===== src/rtl/core/wjs_pkg.sv =====
// Shared types and constants of the weighted Jaccard sparse unit.
// No dependencies; every other file but wjs_ram imports this package.
package wjs_pkg;

    localparam int MAX_ENTRIES   = 256;
    localparam int KEY_BITS      = 32;
    localparam int WEIGHT_BITS   = 16;
    localparam int FRACTION_BITS = 16;

    localparam int ADDR_BITS   = $clog2(MAX_ENTRIES);
    localparam int COUNT_BITS  = ADDR_BITS + 1;
    localparam int ENTRY_BITS  = KEY_BITS + WEIGHT_BITS;
    localparam int TOTAL_BITS  = 32;
    localparam int DEN_BITS    = TOTAL_BITS + 1;
    localparam int REM_BITS    = TOTAL_BITS + 2;
    localparam int COMMON_BITS = 24;
    localparam int UNION_BITS  = 25;
    localparam int SIM_BITS    = FRACTION_BITS + 1;
    localparam int ITER_BITS   = $clog2(FRACTION_BITS + 1);

    localparam logic [COMMON_BITS-1:0] COMMON_MAX = '1;
    localparam logic [UNION_BITS-1:0]  UNION_MAX  = '1;

    typedef enum logic [1:0] {
        ERR_NONE     = 2'd0,
        ERR_OVERFLOW = 2'd1,
        ERR_ORDER    = 2'd2
    } t_err_code;

    typedef enum logic [2:0] {
        S_IDLE,
        S_FETCH,
        S_CMP,
        S_SUM,
        S_UNION,
        S_CLAMP,
        S_DIV,
        S_DONE
    } t_state;

    typedef struct packed {
        logic accept;
        logic walk_adv;
        logic walk_match;
        logic sum;
        logic union_calc;
        logic clamp;
        logic div_step;
        logic load_out;
        logic clear;
    } t_dp_cmd;

    typedef struct packed {
        logic in_order;
        logic item_merge;
        logic item_last;
        logic held_last;
        logic pos_valid;
        logic key_less;
        logic key_equal;
        logic den_zero;
    } t_dp_status;

endpackage


===== src/rtl/core/wjs_controller.sv =====
// Controller: sequences accept, merge walk, union prep, divide and result load.
// Depends on wjs_pkg.
module wjs_controller import wjs_pkg::*; (
    input  logic       i_clk,
    input  logic       i_rst_n,
    input  logic       i_in_valid,
    input  logic       i_out_ready,
    input  t_dp_status i_status,
    output t_dp_cmd    o_ctrl,
    output logic       o_in_ready,
    output logic       o_out_valid
);

    t_state               r_state, n_state;
    logic [ITER_BITS-1:0] r_iter, n_iter;
    logic                 r_out_valid, n_out_valid;
    logic                 div_last;
    logic                 out_free;

    assign div_last = r_iter == ITER_BITS'(FRACTION_BITS);
    assign out_free = !r_out_valid || i_out_ready;

    always_comb begin
        n_state = r_state;
        unique case (r_state)
            S_IDLE: begin
                if (i_in_valid) begin
                    priority if (i_status.item_merge && i_status.in_order) begin
                        n_state = S_FETCH;
                    end else if (i_status.item_merge && i_status.item_last) begin
                        n_state = S_SUM;
                    end else begin
                        n_state = S_IDLE;
                    end
                end
            end
            S_FETCH: n_state = S_CMP;
            S_CMP: begin
                priority if (i_status.pos_valid && i_status.key_less) begin
                    n_state = S_CMP;
                end else if (i_status.held_last) begin
                    n_state = S_SUM;
                end else begin
                    n_state = S_IDLE;
                end
            end
            S_SUM:   n_state = S_UNION;
            S_UNION: n_state = S_CLAMP;
            S_CLAMP: n_state = i_status.den_zero ? S_DONE : S_DIV;
            S_DIV:   n_state = div_last ? S_DONE : S_DIV;
            S_DONE:  n_state = out_free ? S_IDLE : S_DONE;
            default: n_state = S_IDLE;
        endcase
    end

    always_comb begin
        o_ctrl     = '0;
        o_in_ready = 1'b0;
        unique case (r_state)
            S_IDLE: begin
                o_in_ready    = 1'b1;
                o_ctrl.accept = i_in_valid;
            end
            S_CMP: begin
                o_ctrl.walk_adv   = i_status.pos_valid && i_status.key_less;
                o_ctrl.walk_match = i_status.pos_valid && !i_status.key_less &&
                                    i_status.key_equal;
            end
            S_SUM:   o_ctrl.sum        = 1'b1;
            S_UNION: o_ctrl.union_calc = 1'b1;
            S_CLAMP: o_ctrl.clamp      = 1'b1;
            S_DIV:   o_ctrl.div_step   = 1'b1;
            S_DONE: begin
                o_ctrl.load_out = out_free;
                o_ctrl.clear    = out_free;
            end
            default: o_ctrl = '0;
        endcase
    end

    always_comb begin
        n_iter = r_iter;
        if (o_ctrl.clamp) begin
            n_iter = '0;
        end else if (o_ctrl.div_step) begin
            n_iter = r_iter + ITER_BITS'(1);
        end
    end

    always_comb begin
        n_out_valid = r_out_valid;
        if (o_ctrl.load_out) begin
            n_out_valid = 1'b1;
        end else if (i_out_ready) begin
            n_out_valid = 1'b0;
        end
    end

    always_ff @(posedge i_clk) begin
        if (!i_rst_n) begin
            r_state     <= S_IDLE;
            r_iter      <= '0;
            r_out_valid <= 1'b0;
        end else begin
            r_state     <= n_state;
            r_iter      <= n_iter;
            r_out_valid <= n_out_valid;
        end
    end

    assign o_out_valid = r_out_valid;

endmodule


===== config.mk =====
export PLATFORM = sky130hd
export DESIGN_NAME = wjs_controller
export DESIGN_NICKNAME = d
export VERILOG_FILES = /design/src/rtl/core/wjs_pkg.sv /design/src/rtl/core/wjs_controller.sv
export SDC_FILE = /design/constraint.sdc
export NUM_CORES = 1
export LEC_CHECK = 0
export ABC_AREA = 1
export BUFFER_PORTS_ARGS = -buffer_cell sky130_fd_sc_hd__buf_4
export CAP_MARGIN = 10
export CORE_AREA = 2 2 39 41
export DETAILED_ROUTE_END_ITERATION = 10
export DIE_AREA = 0 0 41 43
export HOLD_SLACK_MARGIN = 0.05
export PLACE_DENSITY_LB_ADDON = 0.3
export SLEW_MARGIN = 30
export SYNTH_ARGS = -nofsm -noshare
export SYNTH_HDL_FRONTEND = slang
export SYNTH_SLANG_ARGS = --single-unit
export TNS_END_PERCENT = 1

===== constraint.sdc =====
create_clock -name i_clk -period 3.8 [get_ports i_clk]
set_clock_uncertainty 0.15 [all_clocks]
set_input_delay 0.76 -clock i_clk [delete_from_list [all_inputs] [get_ports i_clk]]
set_output_delay 0.76 -clock i_clk [all_outputs]
set_load 0.005 [all_outputs]

Word-level counts from Yosys, hierarchy flattened
Index checks and enable logic that the tools add are counted.
{"block": "totals", "regBits": 9, "in_bits": 12, "output_inout_bits": 11}
{"block": "op_classes", "add_sub_neg": 1, "eq_ne": 9, "muxes": 19, "n_bitwise": 1, "reduce_logical": 11}
{"cell": "$pmux 3 s8", "count": 1}
{"cell": "$eq 3x3->1 const B", "count": 4}
{"cell": "$mux 2", "count": 6}
{"cell": "$mux 1", "count": 10}
{"cell": "$eq 3x2->1 const B", "count": 2}
{"cell": "$mux 3", "count": 2}
{"cell": "$add 5x1->5 const B", "count": 1}
{"cell": "$eq 5x5->1 const B", "count": 1}
{"cell": "$logic_and 1x1->1", "count": 5}
{"cell": "$eq 3x1->1 const B", "count": 1}
{"cell": "$logic_not 3->1", "count": 1}
{"cell": "$logic_not 1->1", "count": 2}
{"cell": "$ne 2x2->1 const B", "count": 1}
{"cell": "$reduce_bool 2->1", "count": 1}
{"cell": "$reduce_or 2->1", "count": 1}
{"cell": "$logic_or 1x1->1", "count": 1}
{"cell": "$not 1->1", "count": 1}

Depth between registers and ports, before layout
{"block": "logic_depth", "depth_word": 5, "depth_mapped": 10, "depth_no_buf": 10}

Least setup slack after synthesis
No wires, ideal clock.
{"block": "synth_path", "kind": "input port to output port", "startpoint": "in i_status[3] (netlist bit)", "endpoint": "out o_ctrl[6] (netlist bit)", "arrival_time_ns": 1.077, "required_time_ns": 2.890, "path_slack_ns": 1.813, "stages": 2, "path_buffers": 0, "path_cell_list": "inv_1 -> nor4_1"}
{"item": "from (decl)", "line_no": "wjs_controller.sv:8", "text": "input t_dp_status i_status,"}
{"item": "to (decl)", "line_no": "wjs_controller.sv:9", "text": "output t_dp_cmd o_ctrl,"}

==> results.toml <==
[run_status]
status = "finished clean"

[logic_synthesis]
synth_nets = 104
synth_edf_count = 0
yosys_most_used_dff = "dfxtp_1"
synth_top_cells_by_count = "nand2_1, inv_1, dfxtp_1, nor2_1, a21oi_1"
ys_types = 19
synth_top_area_frac = 0.307
syn_area_sq_um = 587
synth_seq_area_share = 0.307
yosys.cell_count.top_type = "nand2_1"
yosys_warnings = 0
ys_async_sr_fraction = 0
synth_top_area_cell = "dfxtp_1"
avgSynthCellArea_sq_um = 6.52
syn_inst = 90
ys_ff_latch = 9
yosys-top-cells-area = "dfxtp_1, nand2_1, inv_1"

[sta]
hold_slack_ns = 0.336
tightest_slew_ns = 0.355
min_period_ns = 2.20
finalSetupTns_ns = 0
rsz0062_at_grt = "false"
setup_viol = 0
finalCritPeriodShare = 0.579
relSlewSlack = 0.763
hold_violations = 0
max_freq_ghz = 0.455
slew_viol_final = 0

[critical_path]
path_common_cell = "buf_4"
required_ns = 2.89
timing_worst_setup_path_type = "in -> out"
cp-start-kind = "input port"
crit_chain = "buf_4 -> nor4_1 -> buf_4"
endpoint_kind = "output pin"
cp.arrival_ns = 1.29
cp_max_fo = 3
cpPeakStageDelay_ns = 0.26
crit_slowest_cell = "nor4_1"

[finish]
n_antenna_cell = 0
final_cells = 129
drive_gt1_frac = 0.301
area_delta_synth_final_pct = 32.2
finish.instance_area_sq_um = 776
fin_nets = 128

[routing]
drc = 0
route.antenna.remaining_nets = 0
firstDrtPassIters = 4
routed_wl_microns = 1160
drtIter0Drc = 2
via_per_inst = 4.88
vias = 630
wl_per_cell_microns = 9.00

[power]
switchingPower_mw = 0.0415
seqPwrFrac = 0.510
p_sw_frac = 0.219
p_per_area_nw_per_um2 = 245
leakagePower_nw = 0.385
power_frac_clock = 0.366
intPower_mw = 0.148
irDropWorstVdd_uv = 186
power.share.combinational = 0.124
totalPowerFinal_mw = 0.190

[floorplan]
core-area_sq_um = 1380
chipWidth_microns = 41
num_io_pins = 23
die_area_sq_um = 1760
num_rows = 14
start_util = 0.424
die_y_microns = 43

[placement]
numPortBuffers = 22
gp_congestion = 0.769
dpl_cell_area_sq_um = 749
dp_cells = 125
hpwlAfterDp_microns = 986

[global_routing]
antenna_found_initial = 0
gr-total-overflow = 0
grt_max_degree = 9
grt_usage = 0.167
grt_first_pass_wirelength_microns = 2030
grt_pass1_vias = 535

[clock_tree]
ctsHtreeMaxLevel = 1
clkTransAtPathRegs_ns = 0.06
clk_latency_ns = 0.25
cts.sinks = 9
cts_buffer_depth = 2
holdBufCountCts = 0
root_buffer = "clkbuf_4"
cts-buffers-inserted = 3
cts_tree = "built"
cts_resized = 0
post_cts_buffers = 0

[hold_path]
hold_path_class = "reg -> reg"

[run]
cap_violations = 0
==> layout by cell type, fill, tap and decap left out <==
cell        n
nand3_4     1
nor2_1      9
nand2_1    17
inv_1      14
nand3_2     1
nor4_1      1
o21ai_1     7
nor3_1      2
inv_2       4
dfxtp_1     9
o2111ai_1   1
buf_4      22
clkbuf_4    3
xnor2_1     1
nor3b_1     1
a21oi_1     8
nand3_1     5
nand4_1     1
clkbuf_1    1
nor2_2      3
ha_1        2
==> state kept, by name (all words and copies together) (netlist names) <==
register and cells:
r_state 3, r_iter 5, o_out_valid 1
==> layer usage <==
layer,GRT usage,vias to the layer above,share of wire
li1,-,334,-
met1,0.215,280,0.47
met2,0.241,14,0.47
met3,0.0838,2,0.048
met4,0.0400,0,0.0069
met5,0,-,0
==> cell families after synthesis <==
| family | count (synthesis) | synth area share |
|---|---|---|
| compound gates | 16 | 0.143 |
| xor+xnor | 1 | 0.0149 |
| fa+ha+maj | 2 | 0.0426 |
| buf+inv | 21 | 0.154 |
| flops | 9 | 0.307 |
| simple gates | 41 | 0.339 |
==> final cells by class <==
type	instances	area, sq um
Fill cell	133	608
Multi-Input combinational cell	60	317
Sequential cell	9	180
Timing Repair Buffer	22	165
Inverter	18	67.6
Clock buffer	4	26.3
Tap cell	16	20.0
==> power by group through the flow <==
stage | registers (mW) | logic, mW | clock network [mW]
after floorplan | 0.0979 | 0.0107 | 0
after global placement | 0.0987 | 0.0232 | 0
after detailed placement | 0.0987 | 0.0237 | 0
after CTS | 0.0966 | 0.0238 | 0.0732
after global routing | 0.0968 | 0.0266 | 0.0793
final | 0.0967 | 0.0235 | 0.0695
==> worst paths after layout <==
| kind | start | end | slack [ns] | cells past startpoint |
|---|---|---|---|---|
| setup / recovery | i_status[2] | o_ctrl[6] | 1.60 | 3 |
| hold reg to reg | r_iter[3]$_SDFFE_PP0P_ | r_iter[3]$_SDFFE_PP0P_ | 0.34 | 1 |
| setup reg to reg | r_iter[0]$_SDFFE_PP0P_ | r_state[0]$_SDFFE_PN0P_ | 2.46 | 10 |
| hold / removal | r_iter[3]$_SDFFE_PP0P_ | r_iter[3]$_SDFFE_PP0P_ | 0.34 | 1 |
==> critical path, delay by kind of cell <==
| kind | cells | cell delay (ns) |
|---|---|---|
| AND/OR/NAND/NOR | 1 | 0.26 |
| buffers and inverters | 2 | 0.27 |
==> through the flow <==
step	setup WS (ns)	utilization
3_3_place_gp	1.61	0.542
4_1_cts	1.59	0.561
6_report	1.60	0.561
2_1_floorplan	1.81	-
3_5_place_dp	1.59	0.542
5_1_grt	1.51	0.561
Power figures use the tool's default switching activity.
